--- config.mk ---
export PLATFORM = sky130hd
export DESIGN_NAME = bias_add_gelu_erf
export DESIGN_NICKNAME = d
export VERILOG_FILES = /design/src/design/bgelu_pkg.sv /design/src/design/bgelu_bias_sat.sv /design/src/design/bgelu_phi.sv /design/src/design/bgelu_product.sv /design/src/design/bias_add_gelu_erf.sv
export VERILOG_INCLUDE_DIRS = /design/src /design/src/design
export SDC_FILE = /design/constraint.sdc
export NUM_CORES = 1
export LEC_CHECK = 0
export BUFFER_PORTS_ARGS = -buffer_cell sky130_fd_sc_hd__buf_2
export CAP_MARGIN = 20
export CORE_AREA = 2 2 232 177
export CTS_CLUSTER_DIAMETER = 100
export DETAILED_ROUTE_END_ITERATION = 8
export DIE_AREA = 0 0 234 179
export GPL_TIMING_DRIVEN = 0
export HOLD_SLACK_MARGIN = 0.05
export PLACE_DENSITY = 0.74
export SYNTH_ARGS = -nofsm -noshare
export SYNTH_HDL_FRONTEND = slang
export SYNTH_SLANG_ARGS = --single-unit
--- constraint.sdc ---
create_clock -name aclk -period 9.4 [get_ports aclk]
set_clock_uncertainty 0.05 [all_clocks]
set_input_delay 1.41 -clock aclk [delete_from_list [all_inputs] [get_ports aclk]]
set_output_delay 1.41 -clock aclk [all_outputs]
set_load 0.005 [all_outputs]
--- src/design/assert_macros.svh ---
// Assertion helpers for the RTL top level
`ifndef ASSERT_MACROS_SVH
`define ASSERT_MACROS_SVH

// Same-cycle implication, disabled during reset
`define BGELU_ASSERT_IMP(label, clk, rstn, ante, cons) \
    label: assert property (@(posedge clk) disable iff (!(rstn)) (ante) |-> (cons)) \
        else $error("assertion failed");

// Next-cycle implication, disabled during reset
`define BGELU_ASSERT_NXT(label, clk, rstn, ante, cons) \
    label: assert property (@(posedge clk) disable iff (!(rstn)) (ante) |=> (cons)) \
        else $error("assertion failed");

`endif

--- src/design/bgelu_pkg.sv ---
package bgelu_pkg;

    // Default data format: signed Q5.10
    localparam int DATA_WIDTH_DEFAULT = 16;
    localparam int FRAC_BITS_DEFAULT  = 10;

    // Phi is held as unsigned Q0.16, 0..65536, so 17 bits
    localparam int PHI_W = 17;
    localparam logic [PHI_W-1:0] PHI_ONE  = 17'h10000;
    localparam logic [PHI_W-1:0] PHI_HALF = 17'h08000;

    // Table: Phi(k/8) for k = 0..32
    localparam int TABLE_STEP_LOG2 = 3;
    localparam int SEG_BITS        = 5;
    localparam int IDX_W           = 6;
    localparam logic [IDX_W-1:0] PHI_SEGS = 6'd32;

    // Rounding offset for the final Q0.16 product
    localparam logic [PHI_W-1:0] ROUND_HALF = 17'h08000;

    // round(65536 * Phi(k/8))
    function automatic logic [PHI_W-1:0] phi_lut(input logic [IDX_W-1:0] idx);
        logic [PHI_W-1:0] val;
        case (idx)
            6'd0:  val = 17'd32768;
            6'd1:  val = 17'd36028;
            6'd2:  val = 17'd39237;
            6'd3:  val = 17'd42347;
            6'd4:  val = 17'd45316;
            6'd5:  val = 17'd48104;
            6'd6:  val = 17'd50684;
            6'd7:  val = 17'd53033;
            6'd8:  val = 17'd55138;
            6'd9:  val = 17'd56997;
            6'd10: val = 17'd58612;
            6'd11: val = 17'd59994;
            6'd12: val = 17'd61158;
            6'd13: val = 17'd62123;
            6'd14: val = 17'd62911;
            6'd15: val = 17'd63544;
            6'd16: val = 17'd64045;
            6'd17: val = 17'd64435;
            6'd18: val = 17'd64735;
            6'd19: val = 17'd64961;
            6'd20: val = 17'd65129;
            6'd21: val = 17'd65252;
            6'd22: val = 17'd65341;
            6'd23: val = 17'd65404;
            6'd24: val = 17'd65448;
            6'd25: val = 17'd65478;
            6'd26: val = 17'd65498;
            6'd27: val = 17'd65512;
            6'd28: val = 17'd65521;
            6'd29: val = 17'd65527;
            6'd30: val = 17'd65530;
            6'd31: val = 17'd65533;
            6'd32: val = 17'd65534;
            default: val = PHI_ONE;
        endcase
        return val;
    endfunction

endpackage

--- src/design/bgelu_bias_sat.sv ---
// Stage 1: bias add with saturation, split into sign and magnitude
module bgelu_bias_sat #(
    parameter int DATA_WIDTH = bgelu_pkg::DATA_WIDTH_DEFAULT
) (
    input  logic                         aclk,
    input  logic                         aresetn,
    input  logic                         in_valid,
    output logic                         in_ready,
    input  logic signed [DATA_WIDTH-1:0] activation,
    input  logic signed [DATA_WIDTH-1:0] bias_value,
    output logic                         out_valid,
    input  logic                         out_ready,
    output logic                         out_neg,
    output logic        [DATA_WIDTH-1:0] out_mag
);

    localparam logic [DATA_WIDTH-1:0] SAT_MAX = {1'b0, {(DATA_WIDTH-1){1'b1}}};
    localparam logic [DATA_WIDTH-1:0] SAT_MIN = {1'b1, {(DATA_WIDTH-1){1'b0}}};

    logic                  valid_reg;
    logic                  neg_reg;
    logic [DATA_WIDTH-1:0] mag_reg;
    logic [DATA_WIDTH:0]   sum;
    logic [DATA_WIDTH-1:0] sat_v;
    logic                  neg_next;
    logic [DATA_WIDTH-1:0] mag_next;

    assign in_ready = !valid_reg || out_ready;

    // Extended sum, clamp on overflow
    always_comb begin
        sum = {activation[DATA_WIDTH-1], activation} + {bias_value[DATA_WIDTH-1], bias_value};
        if (sum[DATA_WIDTH] != sum[DATA_WIDTH-1]) begin
            sat_v = sum[DATA_WIDTH] ? SAT_MIN : SAT_MAX;
        end else begin
            sat_v = sum[DATA_WIDTH-1:0];
        end
        neg_next = sat_v[DATA_WIDTH-1];
        // most negative value maps to 2^(DW-1) as unsigned
        mag_next = neg_next ? (~sat_v + 1'b1) : sat_v;
    end

    always_ff @(posedge aclk) begin
        if (!aresetn) begin
            valid_reg <= 1'b0;
        end else if (in_ready) begin
            valid_reg <= in_valid;
        end
    end

    always_ff @(posedge aclk) begin
        if (in_ready && in_valid) begin
            neg_reg <= neg_next;
            mag_reg <= mag_next;
        end
    end

    assign out_valid = valid_reg;
    assign out_neg   = neg_reg;
    assign out_mag   = mag_reg;

endmodule

--- src/design/bgelu_phi.sv ---
// Stages 2 to 4: Phi(v) from the table with linear interpolation
module bgelu_phi #(
    parameter int DATA_WIDTH = bgelu_pkg::DATA_WIDTH_DEFAULT,
    parameter int FRAC_BITS  = bgelu_pkg::FRAC_BITS_DEFAULT
) (
    input  logic                           aclk,
    input  logic                           aresetn,
    input  logic                           in_valid,
    output logic                           in_ready,
    input  logic                           in_neg,
    input  logic [DATA_WIDTH-1:0]          in_mag,
    output logic                           out_valid,
    input  logic                           out_ready,
    output logic                           out_neg,
    output logic [DATA_WIDTH-1:0]          out_mag,
    output logic [bgelu_pkg::PHI_W-1:0]    out_phi
);

    localparam int PW    = bgelu_pkg::PHI_W;
    localparam int IW    = bgelu_pkg::IDX_W;
    localparam int SHIFT = FRAC_BITS - bgelu_pkg::TABLE_STEP_LOG2;
    // magnitude widened so that the fraction select always exists
    localparam int EXT_W = (DATA_WIDTH > SHIFT + bgelu_pkg::SEG_BITS) ?
                           DATA_WIDTH : SHIFT + bgelu_pkg::SEG_BITS;
    localparam int PROD_W = PW + SHIFT;

    // stage 2: table look-up
    logic                  v2_reg;
    logic                  neg2_reg;
    logic                  big2_reg;
    logic [DATA_WIDTH-1:0] mag2_reg;
    logic [PW-1:0]         lo2_reg;
    logic [PW-1:0]         d2_reg;
    logic [SHIFT-1:0]      f2_reg;
    // stage 3: slope times fraction
    logic                  v3_reg;
    logic                  neg3_reg;
    logic                  big3_reg;
    logic [DATA_WIDTH-1:0] mag3_reg;
    logic [PW-1:0]         lo3_reg;
    logic [PROD_W-1:0]     prod3_reg;
    // stage 4: interpolated, mirrored Phi
    logic                  v4_reg;
    logic                  neg4_reg;
    logic [DATA_WIDTH-1:0] mag4_reg;
    logic [PW-1:0]         phi4_reg;

    logic rdy2, rdy3, rdy4;

    logic [EXT_W-1:0]          mag_ext;
    logic [EXT_W-1:0]          seg_full;
    logic [IW-1:0]             idx_lo;
    logic [IW-1:0]             idx_hi;
    logic [PW-1:0]             lo_next;
    logic [PW-1:0]             d_next;
    logic                      big_next;
    logic [PROD_W-1:0]         prod_next;
    logic [PW:0]               interp_sum;
    logic [PW-1:0]             phi_abs;
    logic [PW-1:0]             phi_next;

    assign rdy4     = !v4_reg || out_ready;
    assign rdy3     = !v3_reg || rdy4;
    assign rdy2     = !v2_reg || rdy3;
    assign in_ready = rdy2;

    // Segment and neighbouring table entries
    always_comb begin
        mag_ext  = EXT_W'(in_mag);
        seg_full = mag_ext >> SHIFT;
        big_next = (seg_full >= EXT_W'(bgelu_pkg::PHI_SEGS));
        idx_lo   = {1'b0, seg_full[bgelu_pkg::SEG_BITS-1:0]};
        idx_hi   = idx_lo + 1'b1;
        lo_next  = bgelu_pkg::phi_lut(idx_lo);
        d_next   = bgelu_pkg::phi_lut(idx_hi) - lo_next;
    end

    // Slope product
    assign prod_next = {{SHIFT{1'b0}}, d2_reg} * {{PW{1'b0}}, f2_reg};

    // Interpolate, clamp large magnitudes, mirror for negative inputs
    always_comb begin
        interp_sum = {1'b0, lo3_reg} + {1'b0, prod3_reg[PROD_W-1:SHIFT]};
        phi_abs    = big3_reg ? bgelu_pkg::PHI_ONE : interp_sum[PW-1:0];
        phi_next   = neg3_reg ? (bgelu_pkg::PHI_ONE - phi_abs) : phi_abs;
    end

    // Valid bits
    always_ff @(posedge aclk) begin
        if (!aresetn) begin
            v2_reg <= 1'b0;
            v3_reg <= 1'b0;
            v4_reg <= 1'b0;
        end else begin
            if (rdy2) v2_reg <= in_valid;
            if (rdy3) v3_reg <= v2_reg;
            if (rdy4) v4_reg <= v3_reg;
        end
    end

    // Payload
    always_ff @(posedge aclk) begin
        if (rdy2 && in_valid) begin
            neg2_reg <= in_neg;
            big2_reg <= big_next;
            mag2_reg <= in_mag;
            lo2_reg  <= lo_next;
            d2_reg   <= d_next;
            f2_reg   <= mag_ext[SHIFT-1:0];
        end
        if (rdy3 && v2_reg) begin
            neg3_reg  <= neg2_reg;
            big3_reg  <= big2_reg;
            mag3_reg  <= mag2_reg;
            lo3_reg   <= lo2_reg;
            prod3_reg <= prod_next;
        end
        if (rdy4 && v3_reg) begin
            neg4_reg <= neg3_reg;
            mag4_reg <= mag3_reg;
            phi4_reg <= phi_next;
        end
    end

    assign out_valid = v4_reg;
    assign out_neg   = neg4_reg;
    assign out_mag   = mag4_reg;
    assign out_phi   = phi4_reg;

endmodule

--- src/design/bgelu_product.sv ---
// Stages 5 and 6: v * Phi(v), rounded, with the sign restored
module bgelu_product #(
    parameter int DATA_WIDTH = bgelu_pkg::DATA_WIDTH_DEFAULT
) (
    input  logic                         aclk,
    input  logic                         aresetn,
    input  logic                         in_valid,
    output logic                         in_ready,
    input  logic                         in_neg,
    input  logic [DATA_WIDTH-1:0]        in_mag,
    input  logic [bgelu_pkg::PHI_W-1:0]  in_phi,
    output logic                         out_valid,
    input  logic                         out_ready,
    output logic signed [DATA_WIDTH-1:0] out_data
);

    localparam int PW = bgelu_pkg::PHI_W;
    localparam int MW = DATA_WIDTH + PW;

    logic                  v5_reg;
    logic                  neg5_reg;
    logic [DATA_WIDTH-1:0] mag5_reg;
    logic                  v6_reg;
    logic [DATA_WIDTH-1:0] out6_reg;
    logic                  rdy5, rdy6;

    logic [MW-1:0]         prod;
    logic [MW-1:0]         rounded;
    logic [DATA_WIDTH-1:0] mag_next;
    logic [DATA_WIDTH-1:0] out_next;

    assign rdy6     = !v6_reg || out_ready;
    assign rdy5     = !v5_reg || rdy6;
    assign in_ready = rdy5;

    // Q0.16 product, rounded half up; never exceeds the input magnitude
    always_comb begin
        prod     = {{PW{1'b0}}, in_mag} * {{DATA_WIDTH{1'b0}}, in_phi};
        rounded  = prod + {{DATA_WIDTH{1'b0}}, bgelu_pkg::ROUND_HALF};
        mag_next = rounded[DATA_WIDTH+15:16];
    end

    // Sign restore; magnitude bound keeps this inside the range
    assign out_next = neg5_reg ? (~mag5_reg + 1'b1) : mag5_reg;

    always_ff @(posedge aclk) begin
        if (!aresetn) begin
            v5_reg <= 1'b0;
            v6_reg <= 1'b0;
        end else begin
            if (rdy5) v5_reg <= in_valid;
            if (rdy6) v6_reg <= v5_reg;
        end
    end

    always_ff @(posedge aclk) begin
        if (rdy5 && in_valid) begin
            neg5_reg <= in_neg;
            mag5_reg <= mag_next;
        end
        if (rdy6 && v5_reg) begin
            out6_reg <= out_next;
        end
    end

    assign out_valid = v6_reg;
    assign out_data  = out6_reg;

endmodule

--- src/design/bias_add_gelu_erf.sv ---
// Fused bias add and GELU (erf form), signed fixed point, Q5.10 by default.
// Input channel s_*: one item is an activation and its channel bias; it is
// taken when s_valid and s_ready are both high on a rising edge of aclk.
// Result channel m_*: one item per input item, m_gelu_out = GELU(x + b),
// in input order, handed over when m_valid and m_ready are both high.
// Path: each item passes the six registered stages in order (bias add, table
// look-up, slope multiply, interpolation, magnitude multiply, sign).
// Throughput: one item per cycle while m_ready stays high, set by the
// six-stage register pipeline; every stage has its own valid bit and takes a
// new item whenever it is empty or its successor moves on.
// When the receiver holds m_ready low, the output stage keeps its item and
// the stages behind it fill up; s_ready drops only once all six are full,
// and nothing is lost or repeated.
// Reset (aresetn low, synchronous) empties the pipeline; there is no
// other state, so the block is ready as soon as reset is released.
`include "assert_macros.svh"

module bias_add_gelu_erf #(
    parameter int DATA_WIDTH = bgelu_pkg::DATA_WIDTH_DEFAULT,
    parameter int FRAC_BITS  = bgelu_pkg::FRAC_BITS_DEFAULT
) (
    input  logic                         aclk,
    input  logic                         aresetn,
    input  logic                         s_valid,
    output logic                         s_ready,
    input  logic signed [DATA_WIDTH-1:0] s_activation,
    input  logic signed [DATA_WIDTH-1:0] s_bias_value,
    output logic                         m_valid,
    input  logic                         m_ready,
    output logic signed [DATA_WIDTH-1:0] m_gelu_out
);

    logic                        sat_valid, sat_ready, sat_neg;
    logic [DATA_WIDTH-1:0]       sat_mag;
    logic                        phi_valid, phi_ready, phi_neg;
    logic [DATA_WIDTH-1:0]       phi_mag;
    logic [bgelu_pkg::PHI_W-1:0] phi_p;

    bgelu_bias_sat #(
        .DATA_WIDTH (DATA_WIDTH)
    ) u_bias_sat (
        .aclk       (aclk),
        .aresetn    (aresetn),
        .in_valid   (s_valid),
        .in_ready   (s_ready),
        .activation (s_activation),
        .bias_value (s_bias_value),
        .out_valid  (sat_valid),
        .out_ready  (sat_ready),
        .out_neg    (sat_neg),
        .out_mag    (sat_mag)
    );

    bgelu_phi #(
        .DATA_WIDTH (DATA_WIDTH),
        .FRAC_BITS  (FRAC_BITS)
    ) u_phi (
        .aclk      (aclk),
        .aresetn   (aresetn),
        .in_valid  (sat_valid),
        .in_ready  (sat_ready),
        .in_neg    (sat_neg),
        .in_mag    (sat_mag),
        .out_valid (phi_valid),
        .out_ready (phi_ready),
        .out_neg   (phi_neg),
        .out_mag   (phi_mag),
        .out_phi   (phi_p)
    );

    bgelu_product #(
        .DATA_WIDTH (DATA_WIDTH)
    ) u_product (
        .aclk      (aclk),
        .aresetn   (aresetn),
        .in_valid  (phi_valid),
        .in_ready  (phi_ready),
        .in_neg    (phi_neg),
        .in_mag    (phi_mag),
        .in_phi    (phi_p),
        .out_valid (m_valid),
        .out_ready (m_ready),
        .out_data  (m_gelu_out)
    );

    // Phi of a non-negative value lies in the upper half, of a negative one in the lower
    `BGELU_ASSERT_IMP(a_phi_pos_half, aclk, aresetn, phi_valid && !phi_neg, phi_p >= bgelu_pkg::PHI_HALF && phi_p <= bgelu_pkg::PHI_ONE)
    `BGELU_ASSERT_IMP(a_phi_neg_half, aclk, aresetn, phi_valid && phi_neg, phi_p <= bgelu_pkg::PHI_HALF)
    // A non-negative saturated sum never reaches the sign bit
    `BGELU_ASSERT_IMP(a_sat_pos_range, aclk, aresetn, sat_valid && !sat_neg, !sat_mag[DATA_WIDTH-1])
    // A held phi item is still there in the next cycle
    `BGELU_ASSERT_NXT(a_phi_hold, aclk, aresetn, phi_valid && !phi_ready, phi_valid && $stable(phi_p))

endmodule

Yosys cells after proc, flatten, opt, wreduce, memory -nomap -nowiden
Memories as Yosys holds them, arrays and structs flattened. A register that Yosys moved wholly into a read port is not among the register bits. Cells that the tools add are included.

Bitwise operators: 2. Reduce and logical (&&, ||, !) cells: 18. Multipliers: 2. Equal/unequal tests: 1. $lt $le $gt $ge: 1. Multiplexer cells: 7. $add $sub $neg: 8.

Operator list (number): two-way mux 16 bit (3); two-way mux 17 bit (2); adder 16 x 1 -> 16 bit (second input constant) (2); adder 32 x 16 -> 32 bit (second input constant) (1); multiplier 16 x 17 -> 32 bit (1); NOT 16 bit (2); multiplier 17 x 7 -> 24 bit (1); adder 16 x 16 -> 17 bit (1); adder 17 bit (1); subtractor 17 bit (1); subtractor 17 bit (first input constant) (1); two-way mux 15 bit (1); >= comparator 9 x 6 -> 1 bit (second input constant) (1); adder 5 x 1 -> 6 bit (second input constant) (1); logical AND 1 bit (6); zero test 1 bit (6); logical OR 1 bit (6); two-way mux 5 bit (1); != test 1 bit (1).

Word-level logic and storage cells: 67. ROM bits: 1568. Output and inout bits: 18. Bits in registers: 208. Memories: 2.

Memories: (no name shown) (depth 64, bits a word 17, rd ports 1, clocked after memory_dff 0, wr ports 0, RTL line bgelu_pkg.sv:24) `case (idx)`; (no name shown) (depth 32, bits a word 15, rd ports 1, clocked after memory_dff 1, wr ports 0, RTL line bgelu_pkg.sv:24).

Logic depth before layout (Yosys ltp)
Gate-level depths: netlist of the first run.

Depth in word-level cells: 9. Depth in mapped cells: 27. Mapped depth without buffers: 25.

Cells and area by module
From an unflattened synthesis of the first run, not the netlist that was laid out.

Cells, all modules: 2398. Area total of the unflattened synthesis: 23223.5 um2.

Modules (own cells, without submodules): bgelu_phi (sequential area each 4083.9 um2, area each 10941.7 um2, cells an instance 1066, times used 1); bgelu_product (sequential area each 1031.0 um2, area each 10229.8 um2, cells an instance 1097, times used 1); bgelu_bias_sat (sequential area each 530.5 um2, area each 2052.0 um2, cells an instance 235, times used 1).

Least setup slack after synthesis of the first run
OpenSTA, ideal clock, no wires.

Path type: input to register. Start point: input port s_activation[1]. End point: register, netlist name u_phi.lo_next[3]. Data required time: 9222 ps. Stages on the path: 27. Arrival time: 6185 ps. Setup slack: 3037 ps. Buffers on the path: 2. Library setup time: 128 ps. Cells stage by stage: ha_1 -> a211oi_1 -> o21ai_0 -> a211oi_1 -> nor2_1 -> a21o_1 -> a21oi_1 -> o21bai_1 -> a21oi_1 -> xnor2_1 -> ha_1 -> clkbuf_1 -> clkinv_1 -> nor2_2 -> a21o_1 -> inv_1 -> ha_1 -> o311ai_0 -> nand3_1 -> a31oi_1 -> buf_6 -> inv_1 -> ha_1 -> nor2_1 -> nor2_1 -> a2111oi_0 -> nor2_1.

Word-level cells in the longest chain between the ends: 7.

RTL lines: from (decl) (RTL line bias_add_gelu_erf.sv:26) `input logic signed [DATA_WIDTH-1:0] s_activation,`; adder 16 x 16 -> 17 bit (*) (RTL line bgelu_bias_sat.sv:32) `sum = {activation[DATA_WIDTH-1], activation} + {bias_value[DATA_WIDTH-1], bias_value};`; two-way mux 16 bit or != test 1 bit (tied branches) (RTL line bgelu_bias_sat.sv:34, bgelu_bias_sat.sv:33); two-way mux 16 bit (*) (RTL line bgelu_bias_sat.sv:33) `if (sum[DATA_WIDTH] != sum[DATA_WIDTH-1]) begin`; NOT 16 bit (RTL line bgelu_bias_sat.sv:40) `mag_next = neg_next ? (~sat_v + 1'b1) : sat_v;`; adder 16 x 1 -> 16 bit (RTL line bgelu_bias_sat.sv:40); two-way mux 15 bit (*) (RTL line bgelu_bias_sat.sv:40); two-way mux 5 bit (no line) (*).

Every way passes the cells marked *; elsewhere a longest branch is shown, timed or not. A chain may end at the register's enable or synchronous reset.

Final worst setup path of the first run
Start point: register u_phi.phi4_reg[10] (netlist: u_phi.out_phi[10]). End point: register u_product.mag5_reg[15] (data pin).

Word-level cells in the longest chain between the ends: 2.

RTL lines: from (decl) (RTL line bgelu_phi.sv:46) `logic [PW-1:0] phi4_reg;`; from (signal assigned) (RTL line bgelu_phi.sv:121) `phi4_reg <= phi_next;`; multiplier 16 x 17 -> 32 bit (RTL line bgelu_product.sv:38) `prod = {{PW{1'b0}}, in_mag} * {{DATA_WIDTH{1'b0}}, in_phi};`; adder 32 x 16 -> 32 bit (RTL line bgelu_product.sv:39) `rounded = prod + {{DATA_WIDTH{1'b0}}, bgelu_pkg::ROUND_HALF};`; net u_product.rounded[31] (RTL line bgelu_product.sv:28) `logic [MW-1:0] rounded;`; to (signal assigned) (RTL line bgelu_product.sv:59) `mag5_reg <= mag_next;`; to (decl) (RTL line bgelu_product.sv:22) `logic [DATA_WIDTH-1:0] mag5_reg;`.

The timed path passes the listed nets, and every way through them passes these cells.

==> results of run 1 <==
==> path summary, 6_finish.rpt <==
path                               from                     end  slack, ns
hold / removal    u_bias_sat.out_mag[4]         u_phi.f2_reg[4]       0.35
setup reg to reg      u_phi.out_phi[10]  u_product.mag5_reg[15]       1.85
setup / recovery      u_phi.out_phi[10]  u_product.mag5_reg[15]       1.85
hold reg to reg   u_bias_sat.out_mag[4]         u_phi.f2_reg[4]       0.35
==> through the flow <==
stage                     power [mW]  instances  worst slack (ns)  utilization [%]
after CTS                       8.55       2966              1.98             61.5
final                           8.57       2966              1.85             61.5
after detailed placement        7.58       2924              1.71             59.5
after global placement          7.36       2920              1.56             59.3
after floorplan                 6.20       2339              3.04                -
after global routing            9.38       2966              1.48             61.5
==> cells by family after synthesis <==
kind of cell             Yosys count
AO/OA/AOI/OAI                    346
XOR/XNOR                         100
adder cells (fa/ha/maj)          499
buffers and inverters            447
flip-flops                       205
multiplexers                      10
AND/OR/NAND/NOR                  732
==> cell usage in the layout (no fill, tap or decap), types with 6 or more instances in the layout <==
master / instances
nand3_1: 23
buf_2: 58
o21a_1: 18
a31oi_1: 13
or3_1: 12
o31ai_1: 14
and2_1: 164
ha_1: 216
nand2b_1: 6
or2_2: 12
xor2_1: 29
mux2i_1: 7
nand4_1: 6
nand2_1: 317
a21boi_0: 10
a21o_1: 22
a21oi_1: 102
a211o_1: 7
nor2b_1: 15
nor4_1: 6
fa_1: 282
xnor2_1: 69
nor2_1: 111
inv_1: 364
clkbuf_16: 25
nor3_1: 29
edfxtp_1: 184
a211oi_1: 13
o22ai_1: 11
clkbuf_1: 68
o21ai_0: 73
clkinv_2: 6
and3_1: 10
o211ai_1: 9
dfxtp_1: 21
==> report_power, final <==
part | internal [mW] | switching (mW) | leakage (nW)
Clock | 0.520 | 0.392 | 0.383
Sequential | 1.53 | 0.188 | 1.88
Combinational | 2.55 | 3.39 | 9.01
Total | 4.60 | 3.97 | 11.3
==> metal layers <==
metal / wire, um / vias up / GRT usage [%]
met5: 0 / - / 0
met4: 1000 / 0 / 5.46
met3: 4910 / 79 / 4.72
met2: 24000 / 720 / 41.5
met1: 25600 / 8356 / 41.6
li1: - / 7846 / -
==> area by class of cell <==
| type | count | area, um2 | share of cell area, % |
|---|---|---|---|
| Clock buffer | 25 | 626 | 2.55 |
| Multi-Input combinational cell | 1687 | 15100 | 61.6 |
| Sequential cell | 205 | 5950 | 24.2 |
| Buffer | 80 | 325 | 1.32 |
| Timing Repair Buffer | 57 | 340 | 1.39 |
| Clock inverter | 17 | 150 | 0.611 |
| Tap cell | 528 | 661 | 2.69 |
| Inverter | 367 | 1380 | 5.63 |
==> impl_metrics.csv, run 1 <==
group,metric,value,unit
outcome,status,"finished clean",
placement,gp_congestion,0.936,
placement,io_buffers,53,
timing,fin_setup_tns,0,ns
yosys,synth_common_cells,"inv_1, nand2_1, fa_1, ha_1, edfxtp_1",
clock_tree,clock_latency,0.53,ns
placement,dpl-instance-area,23800,um2
yosys,synth-seq-area-share,26.1,%
worst_setup_path,crit_path_max_fanout,10,
cells_and_area,antenna_cells,0,
global_route,antenna_found_initial,0,
detailed_routing,drt_wl_total,55500,um
timing,worstMarginPinSlew,0.902,ns
power_and_ir_drop,leakagePower,11.3,nW
clock_tree,postCtsSetupRepairBufs,0,
detailed_routing,drt.antenna.violating_nets,0,
yosys,synth_cell_types,86,
worst_setup_path,cp_slowest_cell,"or4b_2",
worst_setup_path,cp-end-kind,"flip-flop",
timing,hold_viol,0,
timing,finalMaxSlewViolations,0,
detailed_routing,drt_first_pass_iters,6,
clock_tree,root_buffer,"clkbuf_16",
clock_tree,postCtsHoldBufs,0,
detailed_routing,drt-initial-drc-count,1618,
yosys,synthAdderAreaFrac,36.7,%
yosys,synth_top_family_by_area,"adder cells",
worst_setup_path,reg2reg_depth,21,
power_and_ir_drop,vdd.ir_drop.worst,483,uV
worst_setup_path,setup.worst_path.start_class,"flip-flop",
timing,min_period,7.55,ns
detailed_routing,routed_via_density,5.73,
global_route,grt_pass1_wl,89900,um
placement,dp_hpwl,44700,um
yosys,synth_top_area_share,24.8,%
yosys,avgSynthCellArea,9.73,um2
worst_setup_path,path_common_cell,"fa_1",
floorplanning,dieArea,41900,um2
yosys,synth-seq-cells,205,
global_route,grt-ovfl-total,0,
floorplanning,dieWidth,234,um
clock_tree,clock_path_buffers,3,
timing,rsz0062_at_grt,"false",
floorplanning,die_y,179,um
detailed_routing,vias,17000,
timing,finalCritPeriodShare,80.3,%
yosys,syn_nets,2873,
worst_hold_path,hold_path_depth,0,
cells_and_area,syn_to_final_growth,7.95,%
worst_setup_path,cp.required,9.62,ns
global_route,grt_max_degree,34,
yosys,synth_compound_area_share,9.88,%
yosys,yosysMostFrequentCell,"inv_1",
yosys,yosys.area_share.simple,15.3,%
cells_and_area,fillers,3286,
floorplanning,core,40000,um2
detailed_routing,drcViolationCount,0,
worst_setup_path,path_class,"flip-flop to flip-flop",
timing,setup_violations,0,
yosys,ys_top_cells_by_area,"fa_1, edfxtp_1, ha_1, inv_1, nand2_1",
worst_setup_path,arrival,7.77,ns
worst_hold_path,hold_path_class,"flip-flop to flip-flop",
yosys,syn_area,22800,um2
clock_tree,htree_levels,1,
clock_tree,cts.sinks,205,
run,max_cap_violations,0,
yosys,synthArstFlopShare,0,%
floorplanning,start_util,57.0,%
global_route,grt_use_total,27.4,%
cells_and_area,fin_area,24600,um2
worst_setup_path,crit_buf_inv,4,
yosys,synth_xor_area_share,3.96,%
yosys,synth_flop_cell,"edfxtp_1",
global_route,grt_pass1_vias,17000,
yosys,synth_edf_count,184,
worst_setup_path,critical-path-top-delay-family,"adder cells",
floorplanning,ioPinCount,54,
detailed_routing,wl_per_cell,18.7,um
power_and_ir_drop,powerDensity,349,nW/um2
worst_setup_path,path_cells,"clkbuf_1 -> nand2_1 -> fa_1 -> fa_1 -> fa_1 -> inv_1 -> fa_1 -> fa_1 -> inv_1 -> fa_1 -> inv_1 -> ha_1 -> nand2_1 -> or4b_2 -> a31oi_1 -> o2111a_1 -> o211ai_1 -> nand3_1 -> a31o_2 -> a21oi_1 -> xnor2_1",
cells_and_area,drive_gt1_share,5.78,%
timing,clock.fmax,132,MHz
clock_tree,post_cts_resize_count,0,
worst_setup_path,crit_cells,21,
yosys,synth.area.mux_share,0.522,%
clock_tree,cts_buffers,24,
cells_and_area,num-nets-final,2956,
clock_tree,path_clk_slew,0.06,ns
yosys,yosys.area.top_type,"fa_1",
worst_setup_path,slowest_delay,0.73,ns
yosys,synthCells,2339,
floorplanning,rows,64,
timing,holdWs,0.355,ns
yosys,yosys_warnings,0,
timing,relSlewSlack,39.6,%
clock_tree,cts_tree,"built",
(Power assumes the default switching activity.)
==> run 2, diff against run 1 <==
- clock period: 9.4 -> 7.7 ns (I/O delays scaled with it)
==> impl_metrics.csv, run 2 (synthesized netlist as in run 1, its figures left out) <==
group,metric,value,unit
worst_setup_path,timing.critical_path.from,"u_phi.out_mag[8]",
global_route,grt_max_degree,34,
worst_hold_path,hold_path_class,"flip-flop to flip-flop",
worst_setup_path,arrival,7.65,ns
power_and_ir_drop,powerDensity,425,nW/um2
outcome,status,"finished clean",
worst_hold_path,worstHoldStart,"u_bias_sat.out_mag[4]",
global_route,grt_pass1_vias,17000,
global_route,grt-ovfl-total,0,
timing,clock.fmax,135,MHz
cells_and_area,layout_commonest_cell,"inv_1",
cells_and_area,antenna_cells,0,
clock_tree,cts_buffers,24,
floorplanning,dieArea,41900,um2
cells_and_area,fin_area,24600,um2
power_and_ir_drop,vdd.ir_drop.worst,587,uV
placement,gp_congestion,0.936,
clock_tree,cts.sinks,205,
cells_and_area,num-nets-final,2956,
worst_setup_path,cp-end-kind,"flip-flop",
timing,setup_ws,0.272,ns
timing,finalCritPeriodShare,96.5,%
clock_tree,cts_tree,"built",
detailed_routing,drt_wl_total,55500,um
worst_setup_path,setup.worst_path.start_class,"flip-flop",
timing,relSlewSlack,39.2,%
placement,dpl-instance-area,23800,um2
clock_tree,root_buffer,"clkbuf_16",
detailed_routing,routed_via_density,5.73,
clock_tree,clock_path_buffers,3,
timing,finalMaxSlewViolations,0,
timing,hold_viol,0,
timing,setup_violations,0,
run,max_cap_violations,0,
worst_setup_path,r2r-start,"u_phi.out_mag[8]",
timing,min_period,7.43,ns
timing,worstMarginPinSlew,0.908,ns
clock_tree,postCtsHoldBufs,0,
placement,dp_slack,0.268,ns
timing,fin_setup_tns,0,ns
floorplanning,die_y,179,um
detailed_routing,drt-initial-drc-count,1552,
worst_setup_path,cp.required,7.92,ns
detailed_routing,drt_first_pass_iters,5,
detailed_routing,vias,17000,
cells_and_area,mostFrequentLayoutCells,"inv_1, nand2_1, fa_1",
global_route,grt_pass1_wl,89900,um
floorplanning,rows,64,
clock_tree,htree_levels,1,
global_route,grt_use_total,27.4,%
worst_setup_path,ff2ff_setup_slack,0.27,ns
timing,rsz0062_at_grt,"false",
floorplanning,ioPinCount,54,
detailed_routing,wl_per_cell,18.7,um
cells_and_area,syn_to_final_growth,7.98,%
worst_setup_path,crit_path_max_fanout,10,
power_and_ir_drop,leakagePower,11.3,nW
floorplanning,dieWidth,234,um
placement,dp_hpwl,44700,um
floorplanning,start_util,57.0,%
placement,io_buffers,53,
global_route,antenna_found_initial,0,
cells_and_area,drive_gt1_share,5.99,%
worst_setup_path,path_class,"flip-flop to flip-flop",
floorplanning,core,40000,um2
clock_tree,clock_latency,0.53,ns
detailed_routing,drcViolationCount,0,
clock_tree,path_clk_slew,0.06,ns
detailed_routing,drt.antenna.violating_nets,0,
## run 2: changes by cell type in the layout (fill, tap and decap cells not counted)
| cell | before | now |
|---|---|---|
| clkbuf_2 | 0 | 5 |
| clkbuf_1 | 68 | 63 |
## run 2: critical path, cell delays in order, from the launching register on
cell      delay, ns
edfxtp_1       0.33
clkbuf_1       0.54
clkbuf_1       0.59
nand2_1        0.18
fa_1           0.49
inv_1          0.07
ha_1           0.13
inv_1          0.04
fa_1           0.47
inv_1          0.06
fa_1           0.49
fa_1           0.49
inv_1          0.05
fa_1           0.47
inv_1          0.04
ha_1           0.29
nand2_1        0.07
or4b_2         0.73
a31oi_1        0.48
o2111a_1       0.38
o211ai_1       0.20
nand3_1        0.15
a31o_2         0.18
a21oi_1        0.08
xnor2_1        0.13
## run 2: where the power goes
group / total, mW / internal (mW) / switching (mW)
Combinational: 7.25 / 3.11 / 4.13
Sequential: 2.09 / 1.86 / 0.230
Clock: 1.11 / 0.635 / 0.475
Total: 10.5 / 5.61 / 4.84
## run 2: metal layers
layer / part of all wire, % / track usage (%) / vias to the layer above
met3: 8.9 / 4.72 / 85
li1: - / - / 7838
met4: 1.8 / 5.46 / 0
met5: 0 / 0 / -
met1: 46 / 41.6 / 8318
met2: 43 / 41.5 / 743
## run 2: layout make-up
cell class / instances / area (um2)
timing repair buffer: 57 / 340
inverter: 367 / 1380
fill: 3286 / 15400
sequential: 205 / 5950
buffer: 80 / 332
clock buffer: 25 / 626
tap: 528 / 661
multi-input combinational: 1687 / 15100
clock inverter: 17 / 150
## run 2: worst paths after layout
check / to / depth (start not counted)
worst max-delay path: u_product.mag5_reg[15] / 24
worst min-delay path: u_phi.f2_reg[4] / 0
worst max register to register: u_product.mag5_reg[15] / 24
worst min register to register: u_phi.f2_reg[4] / 0
## run 2: what timing repair did
item	in CTS	in global routing
setup buffers	0	0
setup endpoints to repair	0	4
resized for setup	0	10
## run 2: metrics by stage
stage	hold WS, ns	power (mW)	cells	utilization, %
after global placement	0.352	8.98	2920	59.3
after detailed placement	0.355	9.25	2924	59.5
final	0.355	10.5	2966	61.5
after global routing	0.366	11.4	2966	61.5
after CTS	0.354	10.4	2966	61.5
after floorplan	0.350	7.57	2339	-
